==> src/hdl/pac_pkg.sv <==
// Shared types and constants for the pixel alpha compositor.
// No dependencies; every other file of the block refers to this package by scoped names.
package pac_pkg;

    // Pixel channel width and the full-scale channel value.
    localparam int unsigned PIX_W = 8;
    localparam logic [PIX_W-1:0] PIX_FULL = 8'hFF;

    // Number of register stages in one lane, output register included.
    localparam int unsigned NSTG = 6;

    // floor(2^32 / 255); a product with it, shifted down by 32, underestimates x/255 by at most one.
    localparam logic [31:0] DIV255_RECIP = 32'h0101_0101;

    // Configuration port.
    localparam int unsigned PADDR_W = 3;
    localparam int unsigned PDATA_W = 32;
    localparam logic REG_BLEND_MODE = 1'b0;   // word index of the blend mode register

    // Blend modes.
    localparam logic MODE_OVER = 1'b0;
    localparam logic MODE_FLAT = 1'b1;

    // Stage load enables handed from the pipeline control to the lanes.
    typedef struct packed {
        logic [NSTG-1:0] load;
    } t_pipe_ctl;

    // Stage occupancy reported by the pipeline control.
    typedef struct packed {
        logic [NSTG-1:0] vld;
    } t_pipe_sts;

endpackage

==> src/hdl/pac_if.sv <==
// Valid/ready stream interfaces for the pixel alpha compositor input and output.
// Depends on pac_pkg for the channel width.
interface pac_in_if;
    logic                      valid;
    logic                      ready;
    logic [pac_pkg::PIX_W-1:0] dst_c0;
    logic [pac_pkg::PIX_W-1:0] dst_c1;
    logic [pac_pkg::PIX_W-1:0] dst_c2;
    logic [pac_pkg::PIX_W-1:0] dst_alpha;
    logic [pac_pkg::PIX_W-1:0] src_c0;
    logic [pac_pkg::PIX_W-1:0] src_c1;
    logic [pac_pkg::PIX_W-1:0] src_c2;
    logic [pac_pkg::PIX_W-1:0] src_alpha;

    modport source (
        output valid, dst_c0, dst_c1, dst_c2, dst_alpha, src_c0, src_c1, src_c2, src_alpha,
        input  ready
    );
    modport sink (
        input  valid, dst_c0, dst_c1, dst_c2, dst_alpha, src_c0, src_c1, src_c2, src_alpha,
        output ready
    );
endinterface

interface pac_out_if;
    logic                      valid;
    logic                      ready;
    logic [pac_pkg::PIX_W-1:0] out_c0;
    logic [pac_pkg::PIX_W-1:0] out_c1;
    logic [pac_pkg::PIX_W-1:0] out_c2;
    logic [pac_pkg::PIX_W-1:0] out_alpha;

    modport source (
        output valid, out_c0, out_c1, out_c2, out_alpha,
        input  ready
    );
    modport sink (
        input  valid, out_c0, out_c1, out_c2, out_alpha,
        output ready
    );
endinterface

==> src/hdl/pac_cfg.sv <==
// APB-style configuration register file holding the blend mode.
// Depends on pac_pkg for address/data widths, register index and mode codes.
module pac_cfg (
    input  logic                        i_clk,
    input  logic                        i_rst_n,
    input  logic                        psel,
    input  logic                        penable,
    input  logic                        pwrite,
    input  logic [pac_pkg::PADDR_W-1:0] paddr,
    input  logic [pac_pkg::PDATA_W-1:0] pwdata,
    output logic [pac_pkg::PDATA_W-1:0] prdata,
    output logic                        pready,
    output logic                        o_mode
);

    logic r_mode;
    logic n_mode;

    // The port never inserts wait states.
    assign pready = 1'b1;

    // Write decode: the register is updated in the access phase of a write.
    always_comb begin
        n_mode = r_mode;
        if (psel && penable && pwrite && (paddr[2] == pac_pkg::REG_BLEND_MODE)) begin
            n_mode = pwdata[0];
        end
    end

    always_ff @(posedge i_clk) begin
        if (!i_rst_n) begin
            r_mode <= pac_pkg::MODE_OVER;
        end else begin
            r_mode <= n_mode;
        end
    end

    // Read mux: unmapped words read as zero.
    always_comb begin
        prdata = '0;
        if (paddr[2] == pac_pkg::REG_BLEND_MODE) begin
            prdata = {{(pac_pkg::PDATA_W-1){1'b0}}, r_mode};
        end
    end

    assign o_mode = r_mode;

endmodule

==> src/hdl/pac_ctrl.sv <==
// Valid tracking and per-stage ready chain for the compositor pipeline.
// Depends on pac_pkg for the stage count and the control/status structs.
module pac_ctrl (
    input  logic               i_clk,
    input  logic               i_rst_n,
    input  logic               i_in_valid,
    input  logic               i_out_ready,
    output logic               o_in_ready,
    output logic               o_out_valid,
    output pac_pkg::t_pipe_ctl o_ctl,
    output pac_pkg::t_pipe_sts o_sts
);

    localparam int unsigned N = pac_pkg::NSTG;

    logic [N-1:0] r_vld;
    logic [N-1:0] n_vld;
    logic [N-1:0] stg_ready;
    logic [N-1:0] up_vld;

    // A stage can take new data when it is empty or its content moves on this cycle.
    always_comb begin
        stg_ready[N-1] = !r_vld[N-1] || i_out_ready;
        for (int k = N - 2; k >= 0; k--) begin
            stg_ready[k] = !r_vld[k] || stg_ready[k+1];
        end
    end

    // Valid bit offered to each stage from the one before it.
    assign up_vld = {r_vld[N-2:0], i_in_valid};

    // Valid bits advance with their data; a stalled stage keeps its bit.
    always_comb begin
        for (int k = 0; k < N; k++) begin
            n_vld[k] = stg_ready[k] ? up_vld[k] : r_vld[k];
        end
    end

    always_ff @(posedge i_clk) begin
        if (!i_rst_n) begin
            r_vld <= '0;
        end else begin
            r_vld <= n_vld;
        end
    end

    // Payload registers load only when a valid item moves in.
    assign o_ctl.load  = stg_ready & up_vld;
    assign o_sts.vld   = r_vld;
    assign o_in_ready  = stg_ready[0];
    assign o_out_valid = r_vld[N-1];

endmodule

==> src/hdl/pac_lane.sv <==
// One channel lane of the compositor: blend numerator, then two exact divides by 255.
// Depends on pac_pkg for widths, constants and the stage control struct.
module pac_lane (
    input  logic                      i_clk,
    input  pac_pkg::t_pipe_ctl        i_ctl,
    input  logic                      i_mode,
    input  logic                      i_off_en,
    input  logic [pac_pkg::PIX_W-1:0] i_d,
    input  logic [pac_pkg::PIX_W-1:0] i_s,
    input  logic [pac_pkg::PIX_W-1:0] i_ad,
    input  logic [pac_pkg::PIX_W-1:0] i_as,
    output logic [pac_pkg::PIX_W-1:0] o_res
);

    // Stage 0: the two 8x8 products and the flatten offset.
    logic [15:0] r_pa;
    logic [15:0] r_pb;
    logic [7:0]  r_s0;
    logic        r_mode0;
    logic [7:0]  r_off0;
    logic [7:0]  n_inv;
    logic [7:0]  n_off;

    assign n_inv = pac_pkg::PIX_FULL - i_ad;
    assign n_off = (i_off_en && (i_mode == pac_pkg::MODE_FLAT)) ? n_inv : 8'd0;

    always_ff @(posedge i_clk) begin
        if (i_ctl.load[0]) begin
            r_pa    <= {8'd0, i_ad} * {8'd0, i_d};
            r_pb    <= {8'd0, n_inv} * {8'd0, i_as};
            r_s0    <= i_s;
            r_mode0 <= i_mode;
            r_off0  <= n_off;
        end
    end

    // Stage 1: numerator Ad*d*255 plus the source term in over mode.
    logic [23:0] r_num;
    logic [7:0]  r_off1;
    logic [23:0] n_dst_term;
    logic [23:0] n_src_term;

    assign n_dst_term = {r_pa, 8'd0} - {8'd0, r_pa};
    assign n_src_term = (r_mode0 == pac_pkg::MODE_OVER) ? ({8'd0, r_pb} * {16'd0, r_s0}) : 24'd0;

    always_ff @(posedge i_clk) begin
        if (i_ctl.load[1]) begin
            r_num  <= n_dst_term + n_src_term;
            r_off1 <= r_off0;
        end
    end

    // Stage 2: reciprocal estimate of the first divide by 255.
    logic [23:0] r_x;
    logic [15:0] r_q1;
    logic [7:0]  r_off2;
    logic [55:0] n_prod1;

    assign n_prod1 = {32'd0, r_num} * {24'd0, pac_pkg::DIV255_RECIP};

    always_ff @(posedge i_clk) begin
        if (i_ctl.load[2]) begin
            r_x    <= r_num;
            r_q1   <= n_prod1[47:32];
            r_off2 <= r_off1;
        end
    end

    // Stage 3: correct the estimate, which is low by at most one.
    logic [15:0] r_d1;
    logic [7:0]  r_off3;
    logic [23:0] n_rem1;

    assign n_rem1 = r_x - ({r_q1, 8'd0} - {8'd0, r_q1});

    always_ff @(posedge i_clk) begin
        if (i_ctl.load[3]) begin
            r_d1   <= r_q1 + {15'd0, (n_rem1 >= 24'd255)};
            r_off3 <= r_off2;
        end
    end

    // Stage 4: reciprocal estimate of the second divide by 255.
    logic [15:0] r_y;
    logic [7:0]  r_q2;
    logic [7:0]  r_off4;
    logic [47:0] n_prod2;

    assign n_prod2 = {32'd0, r_d1} * {16'd0, pac_pkg::DIV255_RECIP};

    always_ff @(posedge i_clk) begin
        if (i_ctl.load[4]) begin
            r_y    <= r_d1;
            r_q2   <= n_prod2[39:32];
            r_off4 <= r_off3;
        end
    end

    // Stage 5 (output register): correct, then add the white background offset.
    logic [7:0]  r_res;
    logic [15:0] n_rem2;
    logic [7:0]  n_res;

    assign n_rem2 = r_y - ({r_q2, 8'd0} - {8'd0, r_q2});
    assign n_res  = r_q2 + {7'd0, (n_rem2 >= 16'd255)} + r_off4;

    always_ff @(posedge i_clk) begin
        if (i_ctl.load[5]) begin
            r_res <= n_res;
        end
    end

    assign o_res = r_res;

endmodule

==> src/hdl/pixel_alpha_composite_top.sv <==
// Top level of the pixel alpha compositor: configuration port, pipeline control, four lanes.
// Depends on pac_pkg, pac_if, pac_cfg, pac_ctrl and pac_lane.

// The compositor takes one destination/source pixel pair per clock while the output is ready,
// passing it through the six register stages of each lane (products, numerator, then an
// estimate and a correction for each of the two divides by 255, the last correction in the
// output register). The blend mode register at byte address 0 selects the over blend (0) or
// flattening of the destination onto white (1); write it only while no pixel is in flight.
// Alpha is computed by the same lane as the colors with both channel values held at full
// scale.
module pixel_alpha_composite_top (
    input  logic                        i_clk,
    input  logic                        i_rst_n,
    input  logic                        psel,
    input  logic                        penable,
    input  logic                        pwrite,
    input  logic [pac_pkg::PADDR_W-1:0] paddr,
    input  logic [pac_pkg::PDATA_W-1:0] pwdata,
    output logic [pac_pkg::PDATA_W-1:0] prdata,
    output logic                        pready,
    pac_in_if.sink                      i_pix,
    pac_out_if.source                   o_pix
);

    logic               mode;
    pac_pkg::t_pipe_ctl ctl;
    pac_pkg::t_pipe_sts sts;

    // Configuration registers.
    pac_cfg u_cfg (
        .i_clk   (i_clk),
        .i_rst_n (i_rst_n),
        .psel    (psel),
        .penable (penable),
        .pwrite  (pwrite),
        .paddr   (paddr),
        .pwdata  (pwdata),
        .prdata  (prdata),
        .pready  (pready),
        .o_mode  (mode)
    );

    // Pipeline valid bits and stall handling.
    pac_ctrl u_ctrl (
        .i_clk       (i_clk),
        .i_rst_n     (i_rst_n),
        .i_in_valid  (i_pix.valid),
        .i_out_ready (o_pix.ready),
        .o_in_ready  (i_pix.ready),
        .o_out_valid (o_pix.valid),
        .o_ctl       (ctl),
        .o_sts       (sts)
    );

    // Color lanes.
    pac_lane u_lane_c0 (
        .i_clk    (i_clk),
        .i_ctl    (ctl),
        .i_mode   (mode),
        .i_off_en (1'b1),
        .i_d      (i_pix.dst_c0),
        .i_s      (i_pix.src_c0),
        .i_ad     (i_pix.dst_alpha),
        .i_as     (i_pix.src_alpha),
        .o_res    (o_pix.out_c0)
    );

    pac_lane u_lane_c1 (
        .i_clk    (i_clk),
        .i_ctl    (ctl),
        .i_mode   (mode),
        .i_off_en (1'b1),
        .i_d      (i_pix.dst_c1),
        .i_s      (i_pix.src_c1),
        .i_ad     (i_pix.dst_alpha),
        .i_as     (i_pix.src_alpha),
        .o_res    (o_pix.out_c1)
    );

    pac_lane u_lane_c2 (
        .i_clk    (i_clk),
        .i_ctl    (ctl),
        .i_mode   (mode),
        .i_off_en (1'b1),
        .i_d      (i_pix.dst_c2),
        .i_s      (i_pix.src_c2),
        .i_ad     (i_pix.dst_alpha),
        .i_as     (i_pix.src_alpha),
        .o_res    (o_pix.out_c2)
    );

    // Alpha lane: full-scale channel values give the over rule for alpha and pass-through
    // of the destination alpha when flattening.
    pac_lane u_lane_alpha (
        .i_clk    (i_clk),
        .i_ctl    (ctl),
        .i_mode   (mode),
        .i_off_en (1'b0),
        .i_d      (pac_pkg::PIX_FULL),
        .i_s      (pac_pkg::PIX_FULL),
        .i_ad     (i_pix.dst_alpha),
        .i_as     (i_pix.src_alpha),
        .o_res    (o_pix.out_alpha)
    );

    // An empty pipeline always accepts a pixel.
    a_empty_ready: assert property (@(posedge i_clk) disable iff (!i_rst_n)
        (sts.vld == '0) |-> i_pix.ready)
        else $error("empty pipeline refused an input transfer");

    // An input transfer occupies the first stage on the next cycle.
    a_enter_stage0: assert property (@(posedge i_clk) disable iff (!i_rst_n)
        (i_pix.valid && i_pix.ready) |=> sts.vld[0])
        else $error("accepted pixel did not enter the first stage");

    // An output transfer with nothing behind it empties the output register.
    a_drain_out: assert property (@(posedge i_clk) disable iff (!i_rst_n)
        (o_pix.valid && o_pix.ready && !sts.vld[pac_pkg::NSTG-2]) |=> !o_pix.valid)
        else $error("output stayed valid after its transfer with no follower");

endmodule
==> src/flat_wrapper.sv <==
// flat-port wrapper written by rule: the top's interface ports become plain ports
module pixel_alpha_composite_top_flat 
  (i_clk, i_rst_n, psel, penable, pwrite, paddr, pwdata, prdata, pready, i_pix_valid, i_pix_dst_c0, i_pix_dst_c1, i_pix_dst_c2, i_pix_dst_alpha, i_pix_src_c0, i_pix_src_c1, i_pix_src_c2, i_pix_src_alpha, i_pix_ready, o_pix_valid, o_pix_out_c0, o_pix_out_c1, o_pix_out_c2, o_pix_out_alpha, o_pix_ready);
  pac_in_if i_pix_i ();
  pac_out_if o_pix_i ();
  input  logic i_clk;
  input  logic i_rst_n;
  input  logic psel;
  input  logic penable;
  input  logic pwrite;
  input  logic [pac_pkg::PADDR_W-1:0] paddr;
  input  logic [pac_pkg::PDATA_W-1:0] pwdata;
  output logic [pac_pkg::PDATA_W-1:0] prdata;
  output logic pready;
  input wire logic [$bits(i_pix_i.valid)-1:0] i_pix_valid;
  input wire logic [$bits(i_pix_i.dst_c0)-1:0] i_pix_dst_c0;
  input wire logic [$bits(i_pix_i.dst_c1)-1:0] i_pix_dst_c1;
  input wire logic [$bits(i_pix_i.dst_c2)-1:0] i_pix_dst_c2;
  input wire logic [$bits(i_pix_i.dst_alpha)-1:0] i_pix_dst_alpha;
  input wire logic [$bits(i_pix_i.src_c0)-1:0] i_pix_src_c0;
  input wire logic [$bits(i_pix_i.src_c1)-1:0] i_pix_src_c1;
  input wire logic [$bits(i_pix_i.src_c2)-1:0] i_pix_src_c2;
  input wire logic [$bits(i_pix_i.src_alpha)-1:0] i_pix_src_alpha;
  output wire logic [$bits(i_pix_i.ready)-1:0] i_pix_ready;
  output wire logic [$bits(o_pix_i.valid)-1:0] o_pix_valid;
  output wire logic [$bits(o_pix_i.out_c0)-1:0] o_pix_out_c0;
  output wire logic [$bits(o_pix_i.out_c1)-1:0] o_pix_out_c1;
  output wire logic [$bits(o_pix_i.out_c2)-1:0] o_pix_out_c2;
  output wire logic [$bits(o_pix_i.out_alpha)-1:0] o_pix_out_alpha;
  input wire logic [$bits(o_pix_i.ready)-1:0] o_pix_ready;
  assign i_pix_i.valid = i_pix_valid;
  assign i_pix_i.dst_c0 = i_pix_dst_c0;
  assign i_pix_i.dst_c1 = i_pix_dst_c1;
  assign i_pix_i.dst_c2 = i_pix_dst_c2;
  assign i_pix_i.dst_alpha = i_pix_dst_alpha;
  assign i_pix_i.src_c0 = i_pix_src_c0;
  assign i_pix_i.src_c1 = i_pix_src_c1;
  assign i_pix_i.src_c2 = i_pix_src_c2;
  assign i_pix_i.src_alpha = i_pix_src_alpha;
  assign i_pix_ready = i_pix_i.ready;
  assign o_pix_valid = o_pix_i.valid;
  assign o_pix_out_c0 = o_pix_i.out_c0;
  assign o_pix_out_c1 = o_pix_i.out_c1;
  assign o_pix_out_c2 = o_pix_i.out_c2;
  assign o_pix_out_alpha = o_pix_i.out_alpha;
  assign o_pix_i.ready = o_pix_ready;
  pixel_alpha_composite_top u_core (.i_clk(i_clk), .i_rst_n(i_rst_n), .psel(psel), .penable(penable), .pwrite(pwrite), .paddr(paddr), .pwdata(pwdata), .prdata(prdata), .pready(pready), .i_pix(i_pix_i), .o_pix(o_pix_i));
endmodule
==> config.mk <==
export PLATFORM = sky130hd
export DESIGN_NAME = pixel_alpha_composite_top_flat
export DESIGN_NICKNAME = d
export VERILOG_FILES = /design/src/hdl/pac_pkg.sv /design/src/hdl/pac_if.sv /design/src/hdl/pac_cfg.sv /design/src/hdl/pac_ctrl.sv /design/src/hdl/pac_lane.sv /design/src/hdl/pixel_alpha_composite_top.sv /design/src/flat_wrapper.sv
export SDC_FILE = /design/constraint.sdc
export NUM_CORES = 2
export LEC_CHECK = 0
export BUFFER_PORTS_ARGS = -buffer_cell sky130_fd_sc_hd__buf_2
export CELL_PAD_IN_SITES_DETAIL_PLACEMENT = 0
export CELL_PAD_IN_SITES_GLOBAL_PLACEMENT = 1
export CORE_ASPECT_RATIO = 1.5
export CORE_MARGIN = 3
export CORE_UTILIZATION = 56
export CTS_CLUSTER_DIAMETER = 100
export DETAILED_ROUTE_END_ITERATION = 12
export GPL_TIMING_DRIVEN = 0
export MAX_ROUTING_LAYER = met4
export PLACE_DENSITY = 0.86
export SLEW_MARGIN = 30
export SYNTH_ARGS = -nofsm -noshare
export SYNTH_HDL_FRONTEND = slang
export SYNTH_SLANG_ARGS = --single-unit
==> constraint.sdc <==
create_clock -name i_clk -period 14.44 [get_ports i_clk]
set_input_delay 1.444 -clock i_clk [delete_from_list [all_inputs] [get_ports i_clk]]
set_output_delay 1.444 -clock i_clk [all_outputs]
set_load 0.005 [all_outputs]
After elaboration in Yosys (flattened, before gate mapping):

Cells that the tools add are included.
W data, S select, Z words.

* flip-flop bits (word level): 600
* bits of input ports: 106
* word-level logic and storage cells: 132

* add/subtract/negate cells: 36
* multiply operators: 17
* magnitude comparators: 8
* mux-type cells: 5
* bitwise logic cells: 2
* reduce and logical (&&, ||, !) cells: 15

Operators with widths (number)
* $mul A24 B25 Y48 const B: 4
* $sub A24 B16 Y24: 8
* $mul A16 B25 Y40 const B: 4
* $add A24 B24 Y24: 4
* $ge A24 B8 Y1 const B: 4
* $mux W24: 4
* $sub A24 B24 Y24: 4
* $mul A16 B8 Y24: 3
* $add A16 B1 Y16: 4
* $ge A16 B8 Y1 const B: 4
* $mul A8 B8 Y16: 4
* $sub A16 B16 Y16: 4
* $sub A16 B8 Y16: 4
* $add A8 B1 Y8: 4
* $add A8 B8 Y8: 3
* $mul A16 B8 Y24 const B: 1
* $mul A8 B8 Y16 const B: 1
* $sub A8 B8 Y8 const A: 1
* $and A6 B6 Y6: 1
* $logic_not A1 Y1: 6
* $logic_or A1 B1 Y1: 6
* $logic_and A1 B1 Y1: 3
* $mux W1: 1
* $not A1 Y1: 1

Depth between registers and ports, before layout:

* depth after elaboration: 8
* mapped depth: 34

Modules after synthesis:

From an unflattened synthesis, not the netlist that was laid out.

* cells, all modules: 8559
* area, all modules: 87096.0 µm²

Modules (own cells, without submodules)
* pac_lane (u_core.u_lane_c0): instances 1, cells each 2152, area each 21788.4 µm²
* pac_lane (u_core.u_lane_c1): instances 1, cells each 2151, area each 21782.1 µm²
* pac_lane (u_core.u_lane_alpha): instances 1, cells each 2089, area each 21456.8 µm²
* pac_lane (u_core.u_lane_c2): instances 1, cells each 2092, area each 21454.3 µm²
* pac_cfg: instances 1, cells each 40, area each 315.3 µm²
* pac_ctrl: instances 1, cells each 33, area each 291.5 µm²
* pixel_alpha_composite_top: instances 1, cells each 2, area each 7.5 µm²

Least setup slack after synthesis:

No wires, ideal clock.

* path type: input to register
* start: in o_pix_ready
* end: reg u_core.u_lane_alpha.r_num[0], enable pin
* arrival: 9.534 ns
* required time: 13.714 ns
* slack: 4.180 ns
* cell stages on the path: 5
* path through: nor2b_1 and2_1 and3_1 clkbuf_1 a21boi_0

RTL lines
* start: declaration: line flat_wrapper.sv:30 `input wire logic [$bits(o_pix_i.ready)-1:0] o_pix_ready;`
* end signal: assignment: line pac_lane.sv:48 `r_num <= n_dst_term + n_src_term;`
* end: declaration: line pac_lane.sv:38 `logic [23:0] r_num;`

==> results.sh <==
export IMPL_critPathMaxFanout=11
export IMPL_yosys_warnings=0
export IMPL_grt_start_max_net_pins=29
export IMPL_clk_pin_slew_ns=0.06
export IMPL_min_path_type="reg2reg"
export IMPL_fill_cells=10700
export IMPL_seq_area_frac_synth=0.248
export IMPL_synth_edf_count=593
export IMPL_start_kind="flip-flop"
export IMPL_gp_congestion=0.973
export IMPL_dp_hpwl_mm=148
export IMPL_fin_worst_skew_ns=0.0549
export IMPL_fin_hold_ws_ns=0.418
export IMPL_clkLatencyLatePin_ns=0.69
export IMPL_netlist_top_cells_area="edfxtp_1 25%, ha_1 24%, fa_1 17%"
export IMPL_firstDrtPassIters=7
export IMPL_r2r_slack_ns=5.61
export IMPL_critPathLaunch="u_core.u_lane_c1.r_pb[3]"
export IMPL_grt_pass1_vias=53400
export IMPL_setup_violations=0
export IMPL_syn_inst=7266
export IMPL_syn_area_per_cell_um2=9.96
export IMPL_die_area_mm2=0.134
export IMPL_ys_seq_elements=600
export IMPL_cp_required_ns=14.91
export IMPL_post_synth_top_count_cell="inv_1"
export IMPL_status="completed"
export IMPL_totalWireLength_mm=175
export IMPL_synth_top_area_frac=0.246
export IMPL_vias=50900
export IMPL_rsz0062_at_grt="false"
export IMPL_drc=0
export IMPL_ctsResizeCount=0
export IMPL_async_flop_share=0
export IMPL_wl_per_cell_um=18.9
export IMPL_drive_above_1_share=0.0438
export IMPL_overflow=0
export IMPL_viasPerCell=5.49
export IMPL_slew_headroom=0.298
export IMPL_ios=173
export IMPL_cts_root_buf="clkbuf_16"
export IMPL_chipWidth_um=300
export IMPL_worst_pin_slew_ns=1.05
export IMPL_tritoncts="built"
export IMPL_syn_area_mm2=0.0724
export IMPL_yosys_top_cells_count="1435 x inv_1, 1379 x ha_1, 606 x fa_1"
export IMPL_r2r_end="u_core.u_lane_c2.r_num[23]"
export IMPL_rows=160
export IMPL_die_h_um=446
export IMPL_reg2regPathDepth=27
export IMPL_antenna_found_initial=11
export IMPL_clock_sinks=600
export IMPL_track_usage=0.275
export IMPL_ant_nets=0
export IMPL_cts_max_level=3
export IMPL_fmax_ghz=0.113
export IMPL_synth_main_ff_cell="edfxtp_1"
export IMPL_fin_crit_sh=0.611
export IMPL_whs_path_depth=0
export IMPL_cts_buffer_depth=3
export IMPL_post_route_min_period_ns=8.83
export IMPL_arrival_ns=9.30
export IMPL_drv_cap=0
export IMPL_min_delay_start="u_core.u_lane_c1.r_off2[3]"
export IMPL_cts_buffers_inserted=66
export IMPL_synth_top_area_cell="edfxtp_1"
export IMPL_core_mm2=0.128
export IMPL_cts_hold_fix_buffers=0
export IMPL_hold_end="u_core.u_lane_c1.r_off3[3]"
export IMPL_worstSetupPathType="reg2reg"
export IMPL_io_buffers=107
export IMPL_grt_pass1_wl_mm=278
export IMPL_drtIter0Drc=2128
export IMPL_area_growth_pct=8.16
export IMPL_fin_setup_tns_ns=0
export IMPL_initial_core_util=0.568
export IMPL_reg2reg_from="u_core.u_lane_c1.r_pb[3]"
export IMPL_hold_viol=0
export IMPL_crit_path_end_kind="flip-flop"
export IMPL_drv_slew=0
export IMPL_synth_distinct_cells=92
export IMPL_layout_nets=9590
export IMPL_post_cts_buffers=0
[flip-flops by register name (all words and copies together), names as in the netlist, 24 cells and up]
signal,cells
u_core.u_lane_alpha.r_num,24
u_core.u_lane_alpha.r_x,24
u_core.u_lane_c0.r_num,24
u_core.u_lane_c0.r_x,24
u_core.u_lane_c1.r_num,24
u_core.u_lane_c1.r_x,24
u_core.u_lane_c2.r_num,24
u_core.u_lane_c2.r_x,24
[cell families (layout without fill, tap and decap cells)]
group / count (synthesis) / count (layout) / synth area share
simple gates: 1615 / 1615 / 0.115
flops: 600 / 600 / 0.248
other cells: 2 / 42 / 0.000104
fa+ha+maj: 1985 / 1985 / 0.406
xor+xnor: 453 / 453 / 0.0548
compound gates: 1023 / 1023 / 0.0901
buf+inv: 1568 / 1824 / 0.0835
mux: 20 / 20 / 0.00278
[placed cells by master, fill, tap and decap left out, types with 20 or more instances in the layout]
cell type  count
clkbuf_16     67
xor2_1       110
a211oi_1      20
nor2b_1      128
inv_1       1435
a21o_1       113
o21ai_0      192
o211ai_1      20
ha_1        1379
nor2_1       237
nand2b_1      76
xnor2_1      343
buf_4         32
nor3_1        93
edfxtp_1     593
nand3_1       98
fa_1         606
a31oi_1       36
buf_2        107
conb_1        32
nand4_1       48
o21a_1        66
o21bai_1      51
a21boi_0      33
clkbuf_1      99
a21oi_1      319
nand2_1      422
and2_1       388
and3_1        29
[critical path, stage by stage (launching register included)]
cell	delay (ns)
edfxtp_1	0.87
clkbuf_1	0.64
nand2_1	0.17
fa_1	0.53
fa_1	0.51
inv_1	0.07
fa_1	0.53
inv_1	0.06
fa_1	0.53
inv_1	0.04
ha_1	0.30
a21oi_1	0.22
o21bai_1	0.10
a21oi_1	0.41
xnor2_1	0.20
nand2_1	0.26
fa_1	0.61
inv_1	0.04
ha_1	0.36
and3_1	0.20
a211o_1	0.34
o31ai_2	0.32
o21ai_1	0.14
o31a_1	0.28
a41oi_1	0.27
a21oi_1	0.12
xnor2_1	0.15
xnor2_1	0.31
[per-stage QoR]
stage	utilization	cell area, um^2	setup WS [ns]	std cells
floorplan	-	72500	4.18	7296
global placement	0.589	75200	0.421	9104
detailed placement	0.595	75900	5.62	9132
CTS	0.614	78300	5.63	9253
global route	0.614	78300	5.24	9262
finish	0.614	78300	5.61	9263
[layout make-up]
| cell class | instances | area (um^2) | share of cell area |
|---|---|---|---|
| timing repair buffer | 135 | 1180 | 0.0150 |
| clock inverter | 50 | 711 | 0.00908 |
| tap | 1701 | 2130 | 0.0272 |
| buffer | 131 | 651 | 0.00831 |
| multi-input combinational | 5128 | 48600 | 0.620 |
| sequential | 600 | 17900 | 0.229 |
| clock buffer | 71 | 1690 | 0.0216 |
| inverter | 1437 | 5390 | 0.0689 |
| antenna | 10 | 25.0 | 0.000320 |
[layer usage]
| layer | GRT usage | share of wire | up-vias |
|---|---|---|---|
| li1 | - | - | 24600 |
| met1 | 0.290 | 0.37 | 24600 |
| met2 | 0.491 | 0.51 | 1204 |
| met3 | 0.0289 | 0.039 | 457 |
| met4 | 0.172 | 0.073 | 0 |
| met5 | - | 0 | - |
[worst max-delay path by stage]
| stage | to | slack, ns | cells after the start |
|---|---|---|---|
| detailed placement | u_core.u_lane_c2.r_num[23] | 5.62 | 27 |
| CTS | u_core.u_lane_c2.r_num[23] | 5.63 | 27 |
| finish | u_core.u_lane_c2.r_num[23] | 5.61 | 27 |
| global placement | u_core.u_lane_c2.r_num[1] | 0.42 | 6 |
| floorplan | u_core.u_lane_alpha.r_num[0] | 4.18 | 5 |
| global route | u_core.u_lane_alpha.r_num[23] | 5.24 | 29 |
Power is left out: the tool's default activity adds up to more than one toggle a clock period on the data nets, which glitch-free logic cannot reach.
